--- src/hw/rtl/tpc_pkg.sv ---
// ----------------------------------------------------------------------------
// tpc_pkg
// Types, codes and decode functions shared by the telemetry packet checker.
// ----------------------------------------------------------------------------
package tpc_pkg;

  localparam int unsigned OffsetW = 5;
  localparam int unsigned ByteW   = 8;
  localparam int unsigned SumW    = 16;
  localparam int unsigned PartsW  = 3;

  localparam logic [SumW-1:0]    CkMult     = 16'd44111;
  localparam logic [ByteW-1:0]   MarkerByte = 8'hFF;

  localparam logic [ByteW-1:0]   CodeLink     = 8'h01;
  localparam logic [ByteW-1:0]   CodeImu      = 8'h1F;
  localparam logic [ByteW-1:0]   CodeGps      = 8'h24;
  localparam logic [ByteW-1:0]   CodeDetector = 8'h56;
  localparam logic [ByteW-1:0]   CodeLight    = 8'h2B;
  localparam logic [ByteW-1:0]   CodeCalib    = 8'h46;

  localparam logic [OffsetW-1:0] OffKind      = 5'd0;
  localparam logic [OffsetW-1:0] OffPart      = 5'd2;
  localparam logic [OffsetW-1:0] OffSumLow    = 5'd30;
  localparam logic [OffsetW-1:0] OffLast      = 5'd31;
  localparam logic [OffsetW-1:0] OffPadFirst  = 5'd19;
  localparam logic [OffsetW-1:0] OffPadLast   = 5'd25;

  localparam logic [ByteW-1:0]   PartFirst    = 8'd1;
  localparam logic [ByteW-1:0]   PartLast     = 8'd3;
  localparam logic [PartsW-1:0]  PartsAll     = 3'b111;

  typedef enum logic [2:0] {
    KindUnknown  = 3'd0,
    KindLink     = 3'd1,
    KindImu      = 3'd2,
    KindGps      = 3'd3,
    KindDetector = 3'd4,
    KindLight    = 3'd5,
    KindCalib    = 3'd6
  } kind_e;

  typedef enum logic [1:0] {
    StatusOk       = 2'd0,
    StatusChecksum = 2'd1,
    StatusMarker   = 2'd2,
    StatusUnknown  = 2'd3
  } status_e;

  typedef struct packed {
    logic [ByteW-1:0] rx_byte;
    logic             frame_start;
  } item_t;

  typedef struct packed {
    logic [OffsetW-1:0] byte_offset;
    logic [ByteW-1:0]   data_byte;
    logic               packet_end;
    status_e            packet_status;
    kind_e              packet_kind;
    logic [1:0]         calib_part;
    logic [PartsW-1:0]  calib_parts_seen;
    logic               calib_complete;
  } result_t;

  function automatic kind_e kind_index(logic [ByteW-1:0] code);
    kind_e k;
    unique case (code)
      CodeLink:     k = KindLink;
      CodeImu:      k = KindImu;
      CodeGps:      k = KindGps;
      CodeDetector: k = KindDetector;
      CodeLight:    k = KindLight;
      CodeCalib:    k = KindCalib;
      default:      k = KindUnknown;
    endcase
    return k;
  endfunction

  function automatic logic must_be_ff(kind_e kind, logic [OffsetW-1:0] off,
                                      logic [ByteW-1:0] part);
    logic pad;
    logic hdr;
    logic r;
    pad = (off >= OffPadFirst) && (off <= OffPadLast);
    hdr = (off == 5'd1) || (off == 5'd2);
    case (kind) inside
      KindImu, KindDetector: r = hdr;
      KindGps:               r = hdr || (off == OffPadLast);
      KindLight:             r = hdr || pad;
      KindCalib:             r = (off == 5'd1) || (off == 5'd27) || (off == 5'd28) ||
                                 (off == 5'd29) || (pad && (part == PartLast));
      default:               r = 1'b0;
    endcase
    return r;
  endfunction

endpackage

--- src/hw/rtl/tpc_check.sv ---
// ----------------------------------------------------------------------------
// tpc_check
// Packet state, running checksum, marker checks and end-of-packet verdict.
// ----------------------------------------------------------------------------
module tpc_check (
  input  logic             clk_i,
  input  logic             rst_ni,
  input  logic             fire_i,
  input  tpc_pkg::item_t   item_i,
  output tpc_pkg::result_t result_o
);

  logic [tpc_pkg::OffsetW-1:0] position_d, position_q;
  logic [tpc_pkg::SumW-1:0]    running_sum_d, running_sum_q;
  logic [tpc_pkg::ByteW-1:0]   low_byte_hold_d, low_byte_hold_q;
  logic [tpc_pkg::ByteW-1:0]   kind_code_d, kind_code_q;
  logic [tpc_pkg::ByteW-1:0]   part_number_d, part_number_q;
  logic                        marker_fault_d, marker_fault_q;
  logic [tpc_pkg::ByteW-1:0]   stored_sum_low_d, stored_sum_low_q;
  logic [tpc_pkg::PartsW-1:0]  parts_received_d, parts_received_q;

  logic [tpc_pkg::OffsetW-1:0] off;
  logic [tpc_pkg::ByteW-1:0]   b;
  logic [tpc_pkg::SumW-1:0]    word;
  logic [tpc_pkg::SumW-1:0]    prod;
  logic [tpc_pkg::SumW-1:0]    sum_add;
  logic [tpc_pkg::SumW-1:0]    stored;
  logic                        part_ok;
  tpc_pkg::kind_e              kind;
  tpc_pkg::status_e            status;

  assign b    = item_i.rx_byte;
  assign off  = item_i.frame_start ? tpc_pkg::OffKind : position_q;
  assign word = {b, low_byte_hold_q};
  assign prod = word * tpc_pkg::CkMult;
  assign sum_add = running_sum_q + prod;
  assign stored  = {b, stored_sum_low_q};

  always_comb begin
    running_sum_d    = running_sum_q;
    low_byte_hold_d  = low_byte_hold_q;
    kind_code_d      = kind_code_q;
    part_number_d    = part_number_q;
    marker_fault_d   = marker_fault_q;
    stored_sum_low_d = stored_sum_low_q;
    parts_received_d = parts_received_q;
    status           = tpc_pkg::StatusOk;
    part_ok          = 1'b0;

    // new packet
    if (off == tpc_pkg::OffKind) begin
      running_sum_d  = '0;
      marker_fault_d = 1'b0;
      kind_code_d    = b;
      part_number_d  = '0;
    end
    if (off == tpc_pkg::OffPart) begin
      part_number_d = b;
    end

    // checksum over bytes 0 to 29
    if (off < tpc_pkg::OffSumLow) begin
      if (!off[0]) begin
        low_byte_hold_d = b;
      end else begin
        running_sum_d = sum_add ^ {8'h00, sum_add[15:8]};
      end
    end else if (off == tpc_pkg::OffSumLow) begin
      stored_sum_low_d = b;
    end

    kind = tpc_pkg::kind_index(kind_code_d);
    if (tpc_pkg::must_be_ff(kind, off, part_number_d) && (b != tpc_pkg::MarkerByte)) begin
      marker_fault_d = 1'b1;
    end

    // verdict
    if (off == tpc_pkg::OffLast) begin
      if (kind == tpc_pkg::KindUnknown) begin
        status = tpc_pkg::StatusUnknown;
      end else if (kind == tpc_pkg::KindLink) begin
        status = tpc_pkg::StatusOk;
      end else if (stored != running_sum_q) begin
        status = tpc_pkg::StatusChecksum;
      end else if (marker_fault_d) begin
        status = tpc_pkg::StatusMarker;
      end
      part_ok = (kind == tpc_pkg::KindCalib) && (status == tpc_pkg::StatusOk) &&
                (part_number_d >= tpc_pkg::PartFirst) &&
                (part_number_d <= tpc_pkg::PartLast);
      if (part_ok) begin
        parts_received_d = parts_received_q |
                           3'(3'b001 << (part_number_d[1:0] - 2'd1));
      end
    end
  end

  assign position_d = off + 5'd1;

  always_ff @(posedge clk_i or negedge rst_ni) begin
    if (!rst_ni) begin
      position_q       <= '0;
      running_sum_q    <= '0;
      low_byte_hold_q  <= '0;
      kind_code_q      <= '0;
      part_number_q    <= '0;
      marker_fault_q   <= 1'b0;
      stored_sum_low_q <= '0;
      parts_received_q <= '0;
    end else if (fire_i) begin
      position_q       <= position_d;
      running_sum_q    <= running_sum_d;
      low_byte_hold_q  <= low_byte_hold_d;
      kind_code_q      <= kind_code_d;
      part_number_q    <= part_number_d;
      marker_fault_q   <= marker_fault_d;
      stored_sum_low_q <= stored_sum_low_d;
      parts_received_q <= parts_received_d;
    end
  end

  always_comb begin
    result_o.byte_offset      = off;
    result_o.data_byte        = b;
    result_o.packet_end       = (off == tpc_pkg::OffLast);
    result_o.packet_status    = status;
    result_o.packet_kind      = (off == tpc_pkg::OffLast) ? kind : tpc_pkg::KindUnknown;
    result_o.calib_part       = part_ok ? part_number_d[1:0] : 2'd0;
    result_o.calib_parts_seen = parts_received_d;
    result_o.calib_complete   = (parts_received_d == tpc_pkg::PartsAll);
  end

endmodule

--- config.mk ---
export PLATFORM = sky130hd
export DESIGN_NAME = tpc_check
export DESIGN_NICKNAME = d
export VERILOG_FILES = /design/src/hw/rtl/tpc_pkg.sv /design/src/hw/rtl/tpc_check.sv
export SDC_FILE = /design/constraint.sdc
export NUM_CORES = 1
export LEC_CHECK = 0
export BUFFER_PORTS_ARGS = -buffer_cell sky130_fd_sc_hd__buf_4
export CELL_PAD_IN_SITES_DETAIL_PLACEMENT = 1
export CELL_PAD_IN_SITES_GLOBAL_PLACEMENT = 2
export CORE_ASPECT_RATIO = 1.25
export CORE_MARGIN = 3
export CORE_UTILIZATION = 40
export CTS_CLUSTER_DIAMETER = 50
export DETAILED_ROUTE_END_ITERATION = 12
export HOLD_SLACK_MARGIN = 0.12
export PLACE_DENSITY_LB_ADDON = 0.05
export SLEW_MARGIN = 20
export SYNTH_ARGS = -nofsm -noshare
export SYNTH_HDL_FRONTEND = slang
export SYNTH_SLANG_ARGS = --single-unit
--- constraint.sdc ---
create_clock -name clk_i -period 5.14 [get_ports clk_i]
set_input_delay 0.771 -clock clk_i [delete_from_list [all_inputs] [get_ports clk_i]]
set_output_delay 0.771 -clock clk_i [all_outputs]
set_load 0.01 [all_outputs]
After elaboration in Yosys (flattened, before gate mapping):

Cells that the tools add are included.

* register bits after elaboration: 57
* output and inout bits: 25

* reduce and logical (&&, ||, !) cells: 19
* equality and inequality tests: 24
* $lt $le $gt $ge: 5
* multipliers: 1
* mux-type cells: 25
* shift-type cells: 1
* bitwise operators: 4
* add/sub/neg operators: 3

Operator list (count)
* 16-bit 2-to-1 mux: 3
* 5-bit equality test (second input constant): 6
* 8-bit 2-to-1 mux: 3
* 3-bit case mux with 6 select lines: 1
* 16-bit adder: 1
* 8-bit by 6-bit equality test with 1-bit output (second input constant): 2
* 8-bit by 7-bit equality test with 1-bit output (second input constant): 2
* 16-bit by 16-bit multiplier with 16-bit output (second input constant): 1
* 16-bit != test: 1
* 16-bit by 8-bit XOR with 16-bit output: 1
* 2-bit 2-to-1 mux: 7
* 3-bit equality test (second input constant): 4
* 3-bit 2-to-1 mux: 3
* 8-bit by 1-bit equality test with 1-bit output (second input constant): 1
* 8-bit by 2-bit equality test with 1-bit output (second input constant): 1
* 8-bit by 5-bit equality test with 1-bit output (second input constant): 1
* 8-bit by 1-bit greater-or-equal comparator with 1-bit output (second input constant): 1
* 8-bit by 2-bit less-or-equal comparator with 1-bit output (second input constant): 1
* 8-bit != test (second input constant): 1
* 1-bit logical OR: 7
* 1-bit 2-to-1 mux: 7
* 3-bit by 2-bit equality test with 1-bit output (second input constant): 2
* 1-bit logical AND: 6
* 3-bit AND reduction: 2
* other kinds (16): 17

Depth between registers and ports, before layout:

* depth after elaboration: 25
* mapped depth: 19
* mapped depth without buffers: 19

Worst setup path before layout:

OpenSTA, ideal clock, no wires.

* path type: input port to flip-flop
* from: input item_i[1] in the netlist's numbering
* to: register running_sum_q[6] in the netlist's numbering
* buffers on the path: 0
* slack: 0.232 ns
* stages on the path: 16
* data required time: 5.019 ns
* data arrival time: 4.787 ns
* library setup time: 0.121 ns
* path through: fa_1 > ha_1 > ha_1 > fa_1 > inv_1 > fa_1 > fa_1 > inv_1 > ha_1 > nand3_1 > nand2_1 > a41o_1 > o41ai_1 > xnor2_1 > xnor2_1 > a22o_1

* longest elaborated chain between the ends: 5

RTL lines
* start: declaration: RTL line tpc_check.sv:9 `input tpc_pkg::item_t item_i,`
* 16-bit by 16-bit multiplier with 16-bit output: RTL line tpc_check.sv:35 `assign prod = word * tpc_pkg::CkMult;`
* 16-bit adder: RTL line tpc_check.sv:36 `assign sum_add = running_sum_q + prod;`
* 16-bit by 8-bit XOR with 16-bit output: RTL line tpc_check.sv:66 `running_sum_d = sum_add ^ {8'h00, sum_add[15:8]};`
* 16-bit 2-to-1 mux: RTL line tpc_check.sv:63 `if (!off[0]) begin`
* 16-bit 2-to-1 mux: RTL line tpc_check.sv:62 `if (off < tpc_pkg::OffSumLow) begin`
* end signal: assignment: RTL line tpc_check.sv:112 `running_sum_q <= running_sum_d;`
* end: declaration: RTL line tpc_check.sv:14 `logic [tpc_pkg::SumW-1:0] running_sum_d, running_sum_q;`

Every way passes these cells.
A chain may end at the register's enable or synchronous reset.

==> results.yml <==
drt:
  detail_route.wl_per_cell_um: 19.6
  drt_wl_total_um: 17400
  detail_route.wirelength.met1_um: 6920
  dr_vias: 4721
  routed-wl-met3_um: 317
  antenna_left: 0
  detail_route.iter0.violations: 250
  dr_wl_met2_um: 9670
  viasPerCell: 5.32
  route.top_layer_used: "met4"
  final_routed_drc_violation_total: 0
  detail_route.first_pass.iterations: 4
floorplanning:
  dieHeight_um: 143
  floorplan.io_pins: 37
  die-width_um: 116
  core.rowCount: 49
  floorplan.die_area_sq_mm: 0.0166
  core-area_sq_mm: 0.0146
  initial_core_util_pct: 41.5
synth:
  synth_adder_area_share_pct: 31.5
  combinational_family_with_the_most_area_after_synthesis: "adder cells"
  postSynth.asyncResetShare_pct: 100
  yosys_warnings: 0
  synth_edf_count: 0
  ys.flop_type: "sky130_fd_sc_hd__dfrtp_1"
  yosys.area_share.simple_pct: 12.3
  synthesis.nets: 788
  synth_compound_area_share_pct: 13.3
  synth_xor_area_share_pct: 7.61
  post_synthesis_cell_count: 655
  syn_area_sq_mm: 0.00605
  synth.lib_cells_used.distinct: 64
  synth_area_per_cell_sq_um: 9.24
  synth_sequential_area_ratio_pct: 23.6
  mux_cell_area_share_after_synthesis_pct: 1.49
  synth_seq_cells: 57
sta:
  setup_viol: 0
  final_period_minus_worst_setup_slack_ns: 4.87
  fin_skew_ns: 0.00604
  worst_slew_margin_rel_pct: 48.5
  slew_viol_final: 0
  grt_setup_unrepaired: "yes"
  max_clock_freq_ghz: 0.205
  worst_slew_pin_slew_ns: 0.772
  hold_violations: 0
  post-route-period-util_pct: 94.8
final_layout:
  layout-drive-gt1-share_pct: 15.4
  fin_nets: 839
  area.growth.synth_to_final_pct: 15.4
  insertedDiodeCount: 0
  final-instance-count-excl-fill: 888
  mostFrequentLayoutCells: "sky130_fd_sc_hd__inv_1, sky130_fd_sc_hd__ha_1, sky130_fd_sc_hd__buf_4"
  layout_commonest_cell: "sky130_fd_sc_hd__inv_1"
setup_path:
  worst_path_slowest_cell: "sky130_fd_sc_hd__a2111oi_0"
  timing.reg2reg.worst_path_depth: 19
  reg2reg_setup_slack_ns: 0.29
  start_kind: "input pin"
  worstPathRequired_ns: 4.37
  end_kind: "output pin"
  crit_fanout: 15
  critPathArrivalTime_ns: 4.10
  setup.worst_path.end: "result_o[0]"
  reg_to_reg_end: "running_sum_q[6]"
  critPathMostFrequentCell: "sky130_fd_sc_hd__buf_4"
  cp_num_buf_inv: 2
  timing_worst_setup_path_type: "input pin to output pin"
  r2r-start: "low_byte_hold_q[4]"
  timing.critical_path.depth: 13
  startpoint: "item_i[0]"
  cp_top_family: "simple AND/OR/NAND/NOR gates"
  cp_cell_sequence: "buf_4 -> nand2b_1 -> ha_1 -> or4b_4 -> nand2_2 -> mux2i_2 -> o211ai_1 -> a2111oi_0 -> nand2_1 -> nor3_1 -> a31oi_1 -> o21ai_1 -> buf_4"
  critical_path.max_stage_delay_ns: 0.57
clocking:
  cts_post_setup_buffers_inserted: 0
  root_buffer: "sky130_fd_sc_hd__clkbuf_16"
  cts.path.max_buffers: 2
  clkSlewWorstSetupHoldPaths_ns: 0.05
  cts.htree.levels: 3
  clock_tree_from_tritoncts: "done"
  post_cts.resized_instances: 0
  post_cts_hold_buffer_count: 0
  clk-insertion-delay-late_ns: 0.33
  cts_sinks: 57
  num_cts_buffers: 9
global_route:
  globalRouteOverflowTotal: 0
  antenna_found_initial: 0
  grt_max_degree: 58
  grt_pass1_vias: 5218
  grt_usage_pct: 22.5
  grt_pass1_wl_um: 28300
placed_design:
  dpl.cell_count: 873
  gpl.final_weighted_congestion: 0.810
  port-buffer-count: 36
  detailed_place_hpwl_um: 14300
run_status:
  status: "finished, final reports clean"
run:
  cap_violations: 0
hold_path:
  worst_hold_path_type: "input pin to async pin"
[kinds of logic (layout without fill, tap and decap cells)]
group,count (synthesis),count (layout)
xor+xnor,51,51
buf+inv,155,210
fa+ha+maj,121,121
flops,57,57
mux,8,8
compound gates,118,118
simple gates,145,145
[metal layers]
metal	global-route usage, %	vias to the layer above
li1	-	2255
met2	42.8	52
met4	7.88	0
met1	26.0	2382
met3	1.90	32
met5	0	-
[final cells by class]
class / instances / area, sq um
repair buffers: 69 / 518
inverters: 126 / 473
multi-input cells: 443 / 4030
fillers: 1699 / 7610
well taps: 178 / 223
clock buffers: 9 / 225
clock inverters: 6 / 83.8
flip-flops and latches: 57 / 1430
[metrics by stage]
stage	hold slack [ns]	area (sq um)	setup slack [ns]	TNS [ns]	utilization [%]
5_1_grt	0.520	6980	0.00666	0	47.8
6_report	0.497	6980	0.268	0	47.8
3_3_place_gp	0.483	6640	-0.0654	-0.111	45.5
3_5_place_dp	0.484	6640	-0.141	-0.419	45.5
2_1_floorplan	0.466	6050	0.232	0	-
4_1_cts	0.505	6950	0.0417	0	47.7
[cells in the mapped netlist, drive strengths merged (2+ instances only)]
cell type | n | area [sq um]
inv | 126 | 473
ha | 69 | 863
dfrtp | 57 | 1430
nand2 | 57 | 216
fa | 52 | 1040
xnor2 | 45 | 394
o21ai | 40 | 200
nor2 | 21 | 78.8
a21oi | 17 | 85.1
clkbuf | 17 | 63.8
a22o | 15 | 131
nand3 | 13 | 65.1
buf | 12 | 82.6
nand4 | 9 | 56.3
nor3 | 8 | 55.1
nor2b | 6 | 37.5
and2 | 5 | 33.8
mux2 | 5 | 56.3
o211ai | 5 | 37.5
o31ai | 5 | 56.3
xor2 | 5 | 43.8
nand2b | 4 | 25.0
nor4b | 4 | 41.3
a21o | 3 | 22.5
a22oi | 3 | 22.5
a31oi | 3 | 18.8
and3 | 3 | 18.8
mux2i | 3 | 33.8
nor3b | 3 | 22.5
nor4 | 3 | 18.8
o21a | 3 | 22.5
o21bai | 3 | 22.5
o22ai | 3 | 18.8
or3 | 3 | 18.8
a41oi | 2 | 17.5
nand4b | 2 | 17.5
o31a | 2 | 17.5
o41ai | 2 | 17.5
[state kept, by name (all words and copies together), names as in the netlist]
name              count
running_sum_q        16
stored_sum_low_q      8
marker_fault_q        1
position_q            5
part_number_q         8
parts_received_q      3
low_byte_hold_q       8
kind_code_q           8
[how the worst min path moves through the flow]
| stage | end | slack [ns] | depth (start not counted) |
|---|---|---|---|
| final | kind_code_q[7] | 0.50 | 1 |
| after global routing | part_number_q[2] | 0.52 | 1 |
| after CTS | part_number_q[6] | 0.50 | 1 |
| after detailed placement | part_number_q[6] | 0.48 | 1 |
| after global placement | part_number_q[4] | 0.48 | 1 |
| after floorplan | part_number_q[5] | 0.47 | 1 |
Power is not shown: default switching activity piles up to over one toggle a cycle in this logic, so the estimate is an artifact.
